==> config.mk <==
export PLATFORM = sky130hd
export DESIGN_NAME = drf_counters
export DESIGN_NICKNAME = d
export VERILOG_FILES = /design/src/rtl/drf_pkg.sv /design/src/rtl/drf_counters.sv
export SDC_FILE = /design/constraint.sdc
export NUM_CORES = 1
export LEC_CHECK = 0
export CAP_MARGIN = 20
export CORE_ASPECT_RATIO = 0.75
export CORE_MARGIN = 4
export CORE_UTILIZATION = 40
export CTS_BUF_LIST = sky130_fd_sc_hd__clkbuf_2 sky130_fd_sc_hd__clkbuf_4 sky130_fd_sc_hd__clkbuf_8
export DETAILED_ROUTE_END_ITERATION = 8
export DONT_BUFFER_PORTS = 1
export GPL_TIMING_DRIVEN = 0
export HOLD_SLACK_MARGIN = 0.06
export SLEW_MARGIN = 30
export SYNTH_ARGS = -nofsm -noshare
export SYNTH_HDL_FRONTEND = slang
export SYNTH_SLANG_ARGS = --single-unit
export TNS_END_PERCENT = 5
==> constraint.sdc <==
create_clock -name clock -period 4.95 [get_ports clock]
set_input_delay 0.7425 -clock clock [delete_from_list [all_inputs] [get_ports clock]]
set_output_delay 0.7425 -clock clock [all_outputs]
set_load 0.01 [all_outputs]
==> src/rtl/drf_pkg.sv <==
`timescale 1ns / 1ps
package drf_pkg;

   localparam int RING_DEPTH = 2048;
   localparam int MAX_READ   = 64;
   localparam int PTR_W      = $clog2(RING_DEPTH);
   localparam int CNT_W      = $clog2(MAX_READ + 1);
   localparam int REQ_CNT_W  = 7;
   localparam int TOTAL_W    = 32;

   localparam logic [7:0] PREAMBLE_BYTE = 8'hD3;
   localparam logic [7:0] SYNC_LEAD     = 8'hB5;
   localparam logic [7:0] SYNC_TAIL     = 8'h62;

   localparam logic [1:0] FUNC_PUSH1  = 2'd0;
   localparam logic [1:0] FUNC_PUSH2  = 2'd1;
   localparam logic [1:0] FUNC_READ   = 2'd2;
   localparam logic [1:0] FUNC_RESET1 = 2'd3;

   typedef struct packed {
      logic       push1;
      logic       push2;
      logic       clr1;
      logic [7:0] data;
   } cnt_ctrl_type;

   typedef struct packed {
      logic valid;
      logic byte_valid;
      logic last;
      logic chan;
   } rsp_ctrl_type;

endpackage

==> src/rtl/drf_counters.sv <==
`timescale 1ns / 1ps
module drf_counters import drf_pkg::*; (
   input  logic               clock,
   input  logic               reset,
   input  cnt_ctrl_type       ctrl,
   output logic [TOTAL_W-1:0] first_total,
   output logic [TOTAL_W-1:0] second_total,
   output logic [TOTAL_W-1:0] sync_total,
   output logic [TOTAL_W-1:0] first_pre_total,
   output logic [TOTAL_W-1:0] second_pre_total
);

   logic [TOTAL_W-1:0] first_total_ff, first_total_in;
   logic [TOTAL_W-1:0] second_total_ff, second_total_in;
   logic [TOTAL_W-1:0] sync_total_ff, sync_total_in;
   logic [TOTAL_W-1:0] first_pre_ff, first_pre_in;
   logic [TOTAL_W-1:0] second_pre_ff, second_pre_in;
   logic               saw_lead_ff, saw_lead_in;

   always_comb begin
      first_total_in  = first_total_ff;
      second_total_in = second_total_ff;
      sync_total_in   = sync_total_ff;
      first_pre_in    = first_pre_ff;
      second_pre_in   = second_pre_ff;
      saw_lead_in     = saw_lead_ff;
      if (ctrl.push1) begin
         first_total_in = first_total_ff + 1'b1;
         if (ctrl.data == PREAMBLE_BYTE) begin
            first_pre_in = first_pre_ff + 1'b1;
         end
         if (saw_lead_ff && ctrl.data == SYNC_TAIL) begin
            sync_total_in = sync_total_ff + 1'b1;
         end
         saw_lead_in = (ctrl.data == SYNC_LEAD);
      end
      if (ctrl.push2) begin
         second_total_in = second_total_ff + 1'b1;
         if (ctrl.data == PREAMBLE_BYTE) begin
            second_pre_in = second_pre_ff + 1'b1;
         end
      end
      if (ctrl.clr1) begin
         first_total_in = '0;
         sync_total_in  = '0;
         first_pre_in   = '0;
         saw_lead_in    = 1'b0;
      end
   end

   always_ff @(posedge clock) begin
      if (reset) begin
         first_total_ff  <= '0;
         second_total_ff <= '0;
         sync_total_ff   <= '0;
         first_pre_ff    <= '0;
         second_pre_ff   <= '0;
         saw_lead_ff     <= 1'b0;
      end else begin
         first_total_ff  <= first_total_in;
         second_total_ff <= second_total_in;
         sync_total_ff   <= sync_total_in;
         first_pre_ff    <= first_pre_in;
         second_pre_ff   <= second_pre_in;
         saw_lead_ff     <= saw_lead_in;
      end
   end

   assign first_total      = first_total_ff;
   assign second_total     = second_total_ff;
   assign sync_total       = sync_total_ff;
   assign first_pre_total  = first_pre_ff;
   assign second_pre_total = second_pre_ff;

endmodule

Word level (Yosys, flattened, before mapping)
Cells that the tools add are included.
{ "classes": {"add_sub_neg": 5, "n_eq_ne": 3, "n_reduce_logical": 5} }
{ "op_table": {"columns": ["op", "n"], "rows": [
  ["adder 32 x 1 -> 32 bit (second input constant)", 5],
  ["equality test 8 bit (second input constant)", 2],
  ["equality test 8 x 7 -> 1 bit (second input constant)", 1],
  ["AND reduction 2 bit", 3],
  ["OR reduction 2 bit", 1],
  ["logical AND 1 bit", 1]
]} }
{ "totals": {"reg_bits": 161, "inputBits": 13, "output_inout_bits": 160, "wordCells": 19} }

Depth between registers and ports, before layout
Gate-level depths: netlist of run 1.
{ "depth": {"ltp_word": 3, "depth_mapped": 7, "ltp_nobuf": 5} }

Worst setup path after synthesis of run 1
No wires, ideal clock.
{ "synth_timing": {"path_type": "input to register", "startpoint": "input port ctrl[9] in the netlist's numbering", "endpoint": "register second_total_ff[28], in the netlist second_total[28]", "setup_time_ps": 121, "arrival_ps": 2297, "required_ps": 4829, "path_slack_ps": 2532, "cell_stages": 6, "n_path_buf": 2, "path_cell_list": "buf_2 nand4_1 or3_1 buf_2 nor4_1 mux2_2"} }
{ "synth_rtl": {"columns": ["item", "line", "text"], "rows": [
  ["from (decl)", "drf_counters.sv:5", "input cnt_ctrl_type ctrl,"],
  ["to (signal assigned)", "drf_counters.sv:61", "second_total_ff <= second_total_in;"],
  ["to (decl)", "drf_counters.sv:14", "logic [TOTAL_W-1:0] second_total_ff, second_total_in;"]
]} }

Worst setup path after layout of run 1
{ "layout_timing": {"startpoint": "register second_total_ff[0], in the netlist second_total[0]", "endpoint": "register second_total_ff[28], in the netlist second_total[28]"} }
{ "layout_via": {"elab_chain_cells": 1} }
{ "layout_lines": {"columns": ["item", "line", "text"], "rows": [
  ["adder 32 x 1 -> 32 bit", "drf_counters.sv:38", "second_total_in = second_total_ff + 1'b1;"]
]} }
Every way passes these cells.
A chain may end at the register's enable or synchronous reset.

==> metrics, run 1 <==
outcome completed; drt drc 0; Filler Cell Count about 2000; I/O pin cnt between 150 and 200; initial antenna violation count 0; commonest non-fill, non-tap cell in the layout dfxtp_1; largest family of logic cells by synthesized area simple AND/OR/NAND/NOR gates; GRT Residual Overflow 0; reg2reg setup slack roughly 2.4 ns; fin cells roughly 1200; antenna cells 0; Slew Limit Fails 0; Slew HR about 54%; worst-path cell chain ha_1 > nand4_1 > or3_1 > buf_2 > nor4_1 > mux2_2; Clock Skew 0.0223 ns; Placed Cells ~1200; post-synthesis mux area share under 10%; slowest stage delay, CP around 0.52 ns; Worst Setup Start Kind flip-flop; CTS root buf clkbuf_8; Post-Route WL approximately 23000 um; crit share post-route between 50% and 60%; WP data required between 5 and 6 ns; share of cells above drive strength 1 just under 5%; Num CTS Buffers 17; switching share of power 24.7%; Combinational Power Share between 2 and 3%; DP HPWL 17400 um; critical path arrival approximately 2.9 ns; count of hold buffers inserted by post-cts repair 0; Synth Area in XOR/XNOR ~3.2%; # port buffers 0; vias after detailed routing ~7400; total power 0.00231 W; top-area cell type share of the netlist area between 40% and 50%; fmax ~390 MHz; Seq pwr share a little under three fifths; DIE AREA roughly 22000 um2; largest net degree at the start of global routing 17; leak pwr approximately 2.4 nW; Clk pwr share 41.1%; Final Critical Period between 2 and 3 ns; initial DRC count about 470; Post-Syn Area per Cell around 8.4 um2; Synth Instances 936; H-tree Lvls 4; drt pass-1 iters 6; Core Region 19400 um2; vias per std cell just over 6; delay-heaviest family, CP simple AND/OR/NAND/NOR gates; Post-CTS Resized 0; ys async rst share 0%; post-synth cell types 46; Adder-Cell Fraction of Synth Area 0.792%; simple-gate share of the synthesized area ~32%; Setup-failing EPs final 0; Max Buffers Root-to-Sink 2; Psw between 0.0005 and 0.0006 W; mapped cell area 7900 um2; WL/cell 19.2 um; kind of end point of the critical path flip-flop; synth top area cells dfxtp_1 41%, a21oi_1 6.3%, or4_1 6.3%, o31ai_1 5.7%, or3_1 4.5%; PD cells approximately 270 nW/um2; Detail Route Antenna Nets 0; Hold Path Class primary input to flip-flop; total track usage 20.5%; synthesized flop and latch total 161; critical setup path kind flip-flop to flip-flop; initial core utilization about two fifths; RD Place Congestion between 0.8 and 0.9; ys flop type dfxtp_1; TNS Setup 0 ns; Internal Dissipation 0.00174 W; measured slew at the worst slew-check pin approximately 0.69 ns; RSZ-0062 raised after global routing false; num rows 44; Area growth, synth to finish 8.85%; clock latency at the later pin of the worst-skew pair between 0.4 and 0.5 ns; commonest cells after routing, fill and taps aside 161 x dfxtp_1, 100 x a21oi_1, 72 x nand2_1, 66 x or4_1, 60 x o31ai_1; synthesized net count about 950; number of flops mapped to enable cells by yosys 0; Die H approximately 130 um; clk slew on worst S/H paths ~0.09 ns; Nets between 900 and 1000; CTS tree done; vias in the first global route 6461; critical path buffer and inverter count 1; post-CTS setup buffer count 0; post-synthesis compound-gate area fraction 15.6%; Synth area leader dfxtp_1; max_cap viols 0; final hold violation count 0; Seq/Total Area, Yosys approximately 41%; peak supply drop around 0.12 mV; CTS sink cnt approximately 160; Max stage delay cell, worst path or3_1; Yosys warnings 0; global-route wire length before repair 36600 um; Die W between 150 and 200 um; worst-path maximum fanout 10
sequential cells by signal, indices dropped and copies added, names as in the netlist:
register	cells
saw_lead_ff	1
first_pre_total	32
second_total	32
second_pre_total	32
sync_total	32
first_total	32
path summary, 6_finish.rpt:
path,from,endpoint,cells past startpoint
min reg2reg,sync_total[27],sync_total[27],2
max reg2reg,second_total[0],second_total[28],6
min,reset,sync_total[15],2
max,second_total[0],second_total[28],6
layout make-up:
| type | count | area (um2) | area share [%] |
|---|---|---|---|
| clock inverter | 13 | 128 | 1.48 |
| buffer | 60 | 243 | 2.82 |
| clock buffer | 19 | 255 | 2.97 |
| tap | 253 | 317 | 3.68 |
| multi-input combinational | 694 | 4360 | 50.7 |
| sequential | 161 | 3220 | 37.5 |
| inverter | 21 | 78.8 | 0.916 |
worst register-to-register path, stage by stage (launching register included):
cell,delay (ns)
dfxtp_1,0.46
ha_1,0.27
nand4_1,0.23
or3_1,0.52
buf_2,0.23
nor4_1,0.34
mux2_2,0.37
cell usage after synthesis, drive strengths merged, types with 3 or more instances:
cell type	count
mux2	3
o31ai	60
o41ai	4
xnor2	16
a21oi	100
or4	68
and4	26
nor2	41
nor2b	3
mux2i	24
o21ai	38
xor2	13
dfxtp	161
and2	4
nor3	3
and3	13
nor4	26
clkbuf	51
ha	5
or2	3
nand2	72
nand4	47
nand3	47
buf	9
inv	21
or3	57
per-layer routing:
layer | GRT usage (%) | vias to the layer above | routed length, um
li1 | - | 3631 | -
met1 | 29.8 | 3495 | 11200
met2 | 28.0 | 241 | 9700
met3 | 8.96 | 12 | 2340
met4 | 4.13 | 0 | 201
met5 | 0 | - | 0
stage by stage:
step / setup slack (ns) / instance area (um2) / utilization, % / hold slack, ns
4_1_cts: 2.43 / 8600 / 44.4 / 0.423
2_1_floorplan: 2.53 / 7900 / - / 0.469
6_report: 2.42 / 8600 / 44.4 / 0.457
5_1_grt: 2.32 / 8600 / 44.4 / 0.413
3_5_place_dp: 2.10 / 8220 / 42.4 / 0.527
3_3_place_gp: 2.10 / 8220 / 42.4 / 0.511
power by group through the flow:
stage	Combinational (W)	Clock (W)	Sequential (W)
final	0.0000573	0.000949	0.00130
after detailed placement	0.0000582	0	0.00133
after global routing	0.0000646	0.00104	0.00130
after floorplan	0.0000387	0	0.00133
after CTS	0.0000584	0.000984	0.00130
after global placement	0.0000577	0	0.00133
cells by family (layout without fill, tap and decap cells):
group                    Yosys count  after routing
adder cells (fa/ha/maj)            5              5
AO/OA/AOI/OAI                    209            209
buffers and inverters             81            113
AND/OR/NAND/NOR                  424            424
flip-flops                       161            161
XOR/XNOR                          29             29
multiplexers                      27             27
Power figures use the tool's default switching activity.
==> run 2: changes to the inputs <==
- ABC_AREA: default -> 1
- clock period: 4.95 -> 2.29 ns (I/O delays scaled with it)
==> run 2 against run 1 <==
  * Flip-flop and latch count unchanged
  * Wire length increased by 15%
  * Global-route usage increased by 0.86 points
  * Count of clock-buffer cells in the layout unchanged
  * Hold slack got worse by 0.33 ns
  * Clock skew decreased by 0.00065 ns
  * Via count increased by 22%
  * Core utilization decreased by 0.18 points
  * Die area increased by 13%
  * Critical path depth increased by 2
  * Synthesized area increased by 13%
  * Synthesized cell count increased by 52%
==> metrics, run 2 <==
largest net degree at the start of global routing 17 (unchanged); Detail Route Antenna Nets 0 (unchanged); commonest non-fill, non-tap cell in the layout nand2_1 (was dfxtp_1); Filler Cell Count 2343 (was 1981); measured slew at the worst slew-check pin 0.832 ns (was 0.693 ns); delay-heaviest family, CP simple AND/OR/NAND/NOR gates (unchanged); M1 GR Usage 29.1% (was 29.8%); Commonest cells post-synth 365 x nand2_1, 289 x nor2_1, 165 x inv_1, 161 x dfxtp_1, 114 x nand3_1 (was 161 x dfxtp_1, 100 x a21oi_1, 72 x nand2_1, 66 x or4_1, 60 x o31ai_1); slowest stage delay, CP 0.55 ns (was 0.52 ns); Die W 181 um (was 170 um); worst-path cell chain ha_1 > inv_1 > nor2_1 > nand2_1 > nor2_4 > nand3_1 > o21ai_0 > a21oi_1 (was ha_1 > nand4_1 > or3_1 > buf_2 > nor4_1 > mux2_2); mapped cell area 8960 um2 (was 7900 um2); number of flops mapped to enable cells by yosys 0 (unchanged); Worst Setup Start Kind flip-flop (unchanged); ys flop type dfxtp_1 (unchanged); Die H 138 um (was 130 um); CTS root buf clkbuf_8 (unchanged); Post-Syn Area per Cell 6.29 um2 (was 8.44 um2); Core Region 22100 um2 (was 19400 um2); Max stage delay cell, worst path dfxtp_1 (was or3_1); fmax 488 MHz (was 395 MHz); clock latency at the later pin of the worst-skew pair 0.47 ns (was 0.46 ns); outcome completed (unchanged); initial DRC count 659 (was 468); CTS sink cnt 161 (unchanged); Yosys warnings 0 (unchanged); num rows 47 (was 44); Hold Path Class primary input to flip-flop (unchanged); vias in the first global route 7996 (was 6461); worst-path maximum fanout 6 (was 10); vias per std cell 5.12 (was 6.04); DIE AREA 24900 um2 (was 22100 um2); PD cells 532 nW/um2 (was 268 nW/um2); post-CTS setup buffer count 0 (unchanged); drt pass-1 iters 8 (was 6); share of cells above drive strength 1 6.86% (was 4.96%); WL/cell 15.4 um (was 19.2 um); initial antenna violation count 0 (unchanged); synthesized net count 1442 (was 954); antenna cells 0 (unchanged); Max Buffers Root-to-Sink 2 (unchanged); Synth Instances 1424 (was 936); post-synth cell types 35 (was 46); Seq/Total Area, Yosys 36.0% (was 40.8%); critical setup path kind flip-flop to flip-flop (unchanged); WP data required 2.67 ns (was 5.28 ns); count leader, synth nand2_1 (was dfxtp_1); # port buffers 0 (unchanged); Nets 1463 (was 973); RD Place Congestion 0.875 (was 0.820); Num CTS Buffers 17 (unchanged); clk slew on worst S/H paths 0.10 ns (was 0.09 ns); drt drc 0 (unchanged); total track usage 21.3% (was 20.5%); top-area cell type share of the netlist area 36.0% (was 40.8%); critical path arrival 2.43 ns (was 2.87 ns); GRT Residual Overflow 0 (unchanged); RSZ-0062 raised after global routing false (unchanged); peak supply drop 0.261 mV (was 0.124 mV); synthesized flop and latch total 161 (unchanged); commonest cells after routing, fill and taps aside 365 x nand2_1, 289 x nor2_1, 165 x inv_1, 161 x dfxtp_1, 114 x nand3_1 (was 161 x dfxtp_1, 100 x a21oi_1, 72 x nand2_1, 66 x or4_1, 60 x o31ai_1); critical path buffer and inverter count 1 (unchanged); kind of end point of the critical path flip-flop (unchanged); GR Util met2 32.3% (was 28.0%); H-tree Lvls 4 (unchanged); Synth area leader dfxtp_1 (unchanged); TNS Setup 0 ns (unchanged); met3 usage 7.44% (was 8.96%); Slew HR 44.5% (was 53.7%); synth top area cells dfxtp_1 36%, nand2_1 15%, nor2_1 12%, inv_1 6.9%, nand3_1 6.4% (was dfxtp_1 41%, a21oi_1 6.3%, or4_1 6.3%, o31ai_1 5.7%, or3_1 4.5%); ys async rst share 0% (unchanged); Final Critical Period 2.05 ns (was 2.53 ns); final hold violation count 0 (unchanged); Slew Limit Fails 0 (unchanged); leak pwr 3.35 nW (was 2.39 nW); Area growth, synth to finish 8.81% (was 8.85%); Clock Skew 0.0216 ns (was 0.0223 ns); total power 0.00519 W (was 0.00231 W); max_cap viols 0 (unchanged); initial core utilization 40.6% (was 40.8%); global-route wire length before repair 42800 um (was 36600 um); CTS tree done (unchanged); most used routing layer met2 (was met1); count of hold buffers inserted by post-cts repair 2 (was 0); Post-Route WL 27000 um (was 23500 um); Post-CTS Resized 0 (unchanged); Setup-failing EPs final 0 (unchanged); DP HPWL 20700 um (was 17400 um); crit share post-route 89.5% (was 51.2%); I/O pin cnt 173 (unchanged); vias after detailed routing 8975 (was 7379)
-- run 2: layout make-up --
class / count / area, um2 / area share (%)
Clock buffer: 19 / 249 / 2.55
Multi-Input combinational cell: 1071 / 4970 / 51.0
Sequential cell: 161 / 3220 / 33.1
Inverter: 167 / 627 / 6.43
Timing Repair Buffer: 2 / 20.0 / 0.205
Clock inverter: 13 / 153 / 1.57
Buffer: 25 / 134 / 1.37
Tap cell: 294 / 368 / 3.77
-- run 2: cell families (layout without fill, tap and decap cells) --
| group | Yosys count | after routing | synth area share (%) |
|---|---|---|---|
| xor gates and xnor gates | 18 | 18 | 1.76 |
| buffers and inverters | 192 | 226 | 8.49 |
| AOI/OAI and AO/OA | 139 | 139 | 8.16 |
| adders and majority gates | 5 | 5 | 0.698 |
| DFF | 161 | 161 | 36.0 |
| and+or+nand+nor | 909 | 909 | 44.9 |
-- run 2: where the power goes --
| group | leakage (nW) | switching, W | internal [W] |
|---|---|---|---|
| Combinational | 1.86 | 0.000121 | 0.0000442 |
| Clock | 0.200 | 0.00119 | 0.00102 |
| Sequential | 1.30 | 0.0000107 | 0.00280 |
-- run 2: layer usage --
metal  routed length, um  part of all wire [%]
met1               12600                    47
met2               11400                    42
met3                2620                   9.7
met4                 361                   1.3
met5                   0                     0
-- run 2: worst paths after layout --
check                           slack [ns]            from              end  depth (start not counted)
worst max-delay path                  0.24  first_total[0]  first_total[12]                          8
worst min-delay path                  0.13         ctrl[9]  second_total[0]                          2
worst max register to register        0.24  first_total[0]  first_total[12]                          8
worst min register to register        0.53  first_total[8]   first_total[8]                          2
-- run 2: stage by stage --
step	cell area [um2]	instances	hold WS, ns	util (%)	setup WS (ns)
final	9750	1752	0.125	44.2	0.241
after global routing	9750	1752	0.0993	44.2	0.0487
after CTS	9750	1752	0.0886	44.2	0.253
after detailed placement	9330	1718	0.522	42.3	0.236
after global placement	9330	1718	0.509	42.3	0.288
after floorplan	8960	1424	0.479	-	0.679
==> run 3: changes to the inputs <==
- GPL_TIMING_DRIVEN: 0 -> default
==> run 3 against run 2 <==
  * Sequential power about the same
  * Clock power increased by 7%
  * Final cell count decreased by 0.29%
  * Power increased by 2.6%
  * Hold slack got worse by 0.024 ns
  * Wire length decreased by 1.7%
  * Non-clock buffer count decreased by 5
  * Die area unchanged
  * Clock skew decreased by 0.0062 ns
  * Critical endpoint is now second_total[20]
  * Highest routed layer unchanged
==> metrics, run 3 (synthesized netlist as in run 2, its figures left out) <==
critical path arrival 2.20 ns (was 2.43 ns); Nets 1458 (was 1463); vias per std cell 5.15 (was 5.12); initial DRC count 679 (was 659); Detail Route Antenna Nets 0 (unchanged); count of hold buffers inserted by post-cts repair 4 (was 2); H-tree Lvls 4 (unchanged); fin cells 1747 (was 1752); DIE AREA 24900 um2 (unchanged); leak pwr 3.41 nW (was 3.35 nW); total power 0.00532 W (was 0.00519 W); measured slew at the worst slew-check pin 0.599 ns (was 0.832 ns); Area growth, synth to finish 9.68% (was 8.81%); clk slew on worst S/H paths 0.09 ns (was 0.10 ns); vias after detailed routing 8993 (was 8975); final hold violation count 0 (unchanged); share of cells above drive strength 1 7.36% (was 6.86%); Max stage delay cell, worst path dfxtp_1 (unchanged); max_cap viols 0 (unchanged); crit share post-route 80.1% (was 89.5%); initial core utilization 40.6% (unchanged); GRT Residual Overflow 0 (unchanged); DP HPWL 19800 um (was 20700 um); drt pass-1 iters 6 (was 8); antenna cells 0 (unchanged); WP data required 2.66 ns (was 2.67 ns); CTS root buf clkbuf_8 (unchanged); Post-CTS Resized 0 (unchanged); PD cells 542 nW/um2 (was 532 nW/um2); Num CTS Buffers 17 (unchanged); worst-path maximum fanout 5 (was 6); kind of end point of the critical path flip-flop (unchanged); Max Buffers Root-to-Sink 2 (unchanged); vias in the first global route 7932 (was 7996); worst hold start ctrl[10] (was ctrl[9]); critical setup path kind flip-flop to flip-flop (unchanged); Slew Limit Fails 0 (unchanged); Die H 138 um (unchanged); Final Critical Period 1.83 ns (was 2.05 ns); post-CTS setup buffer count 0 (unchanged); total track usage 21.0% (was 21.3%); CTS sink cnt 161 (unchanged); slowest stage delay, CP 0.49 ns (was 0.55 ns); critical path buffer and inverter count 0 (was 1); worst-path cell chain ha_1 > nand2_4 > nor2_4 > nand2_2 > nor2_4 > nand2_2 > nor2_1 > nand2_1 > nand2_1 > nor2_1 (was ha_1 > inv_1 > nor2_1 > nand2_1 > nor2_4 > nand3_1 > o21ai_0 > a21oi_1); commonest non-fill, non-tap cell in the layout nand2_1 (unchanged); Layout Utilization 44.6% (was 44.2%); largest net degree at the start of global routing 68 (was 17); WL/cell 15.2 um (was 15.4 um); delay-heaviest family, CP simple AND/OR/NAND/NOR gates (unchanged); RSZ-0062 raised after global routing false (unchanged); CTS tree done (unchanged); num rows 47 (unchanged); # port buffers 0 (unchanged); clock latency at the later pin of the worst-skew pair 0.46 ns (was 0.47 ns); Reg2Reg Capture Point second_total[20] (was first_total[12]); Worst Setup Start Kind flip-flop (unchanged); initial antenna violation count 0 (unchanged); reg2reg setup slack 0.46 ns (was 0.24 ns); I/O pin cnt 173 (unchanged); WHS Endpoint first_total[6] (was second_total[0]); RD Place Congestion 0.905 (was 0.875); Slew HR 59.8% (was 44.5%); fmax 546 MHz (was 488 MHz); Fin Hold WS 0.101 ns (was 0.125 ns); drt drc 0 (unchanged); commonest cells after routing, fill and taps aside 365 x nand2_1, 288 x nor2_1, 165 x inv_1, 161 x dfxtp_1, 114 x nand3_1 (was 365 x nand2_1, 289 x nor2_1, 165 x inv_1, 161 x dfxtp_1, 114 x nand3_1); Post-Route WL 26500 um (was 27000 um); Clock Skew 0.0154 ns (was 0.0216 ns); Placed Cells 1711 (was 1718); Setup-failing EPs final 0 (unchanged); TNS Setup 0 ns (unchanged); hold path cells 2 (unchanged); global-route wire length before repair 42800 um (about the same); peak supply drop 0.296 mV (was 0.261 mV); reg2reg start second_total[0] (was first_total[0]); Hold Path Class primary input to flip-flop (unchanged); Core Region 22100 um2 (unchanged); outcome completed (unchanged); Die W 181 um (unchanged); Worst R2R Path Depth 10 (was 8)
[run 3: area by class of cell]
| type | count | area (um2) |
|---|---|---|
| Clock buffer | 20 | 263 |
| Clock inverter | 12 | 180 |
| Fill cell | 2343 | 12200 |
| Inverter | 167 | 627 |
| Multi-Input combinational cell | 1071 | 4980 |
| Sequential cell | 161 | 3220 |
| Tap cell | 294 | 368 |
| Timing Repair Buffer | 22 | 183 |
[run 3: stage by stage]
| stage | setup slack (ns) | instance area, um2 |
|---|---|---|
| global route | 0.211 | 9830 |
| detailed placement | 0.462 | 9350 |
| floorplan | 0.679 | 8960 |
| finish | 0.457 | 9830 |
| CTS | 0.447 | 9830 |
| global placement | 0.455 | 9350 |
[run 3: how the worst max path moves through the flow]
stage                                 endpoint  depth (start not counted)                start  slack [ns]
after floorplan                first_total[12]                          8       first_total[0]        0.68
after global placement        second_total[20]                         10      second_total[0]        0.45
after detailed placement      second_total[20]                         10      second_total[0]        0.46
after CTS                     second_total[20]                         10      second_total[0]        0.45
after global routing      second_pre_total[24]                          9  second_pre_total[0]        0.21
final                         second_total[20]                         10      second_total[0]        0.46
[run 3: power breakdown]
| part | internal, W | switching (W) |
|---|---|---|
| registers | 0.00280 | 0.00000996 |
| logic | 0.0000429 | 0.000100 |
| clock network | 0.00125 | 0.00112 |
| total | 0.00409 | 0.00123 |
[run 3: worst reg2reg max path, stage by stage (launching register included)]
cell     delay (ns)
dfxtp_1        0.49
ha_1           0.26
nand2_4        0.07
nor2_4         0.16
nand2_2        0.11
nor2_4         0.16
nand2_2        0.11
nor2_1         0.20
nand2_1        0.08
nand2_1        0.06
nor2_1         0.04
[run 3: metal layers]
| layer | vias to the layer above | wire length [um] | track usage, % |
|---|---|---|---|
| met3 | 23 | 2450 | 7.28 |
| met1 | 4085 | 12900 | 30.0 |
| met5 | - | 0 | 0 |
| met4 | 0 | 326 | 5.16 |
| li1 | 4588 | - | - |
| met2 | 297 | 10900 | 30.3 |
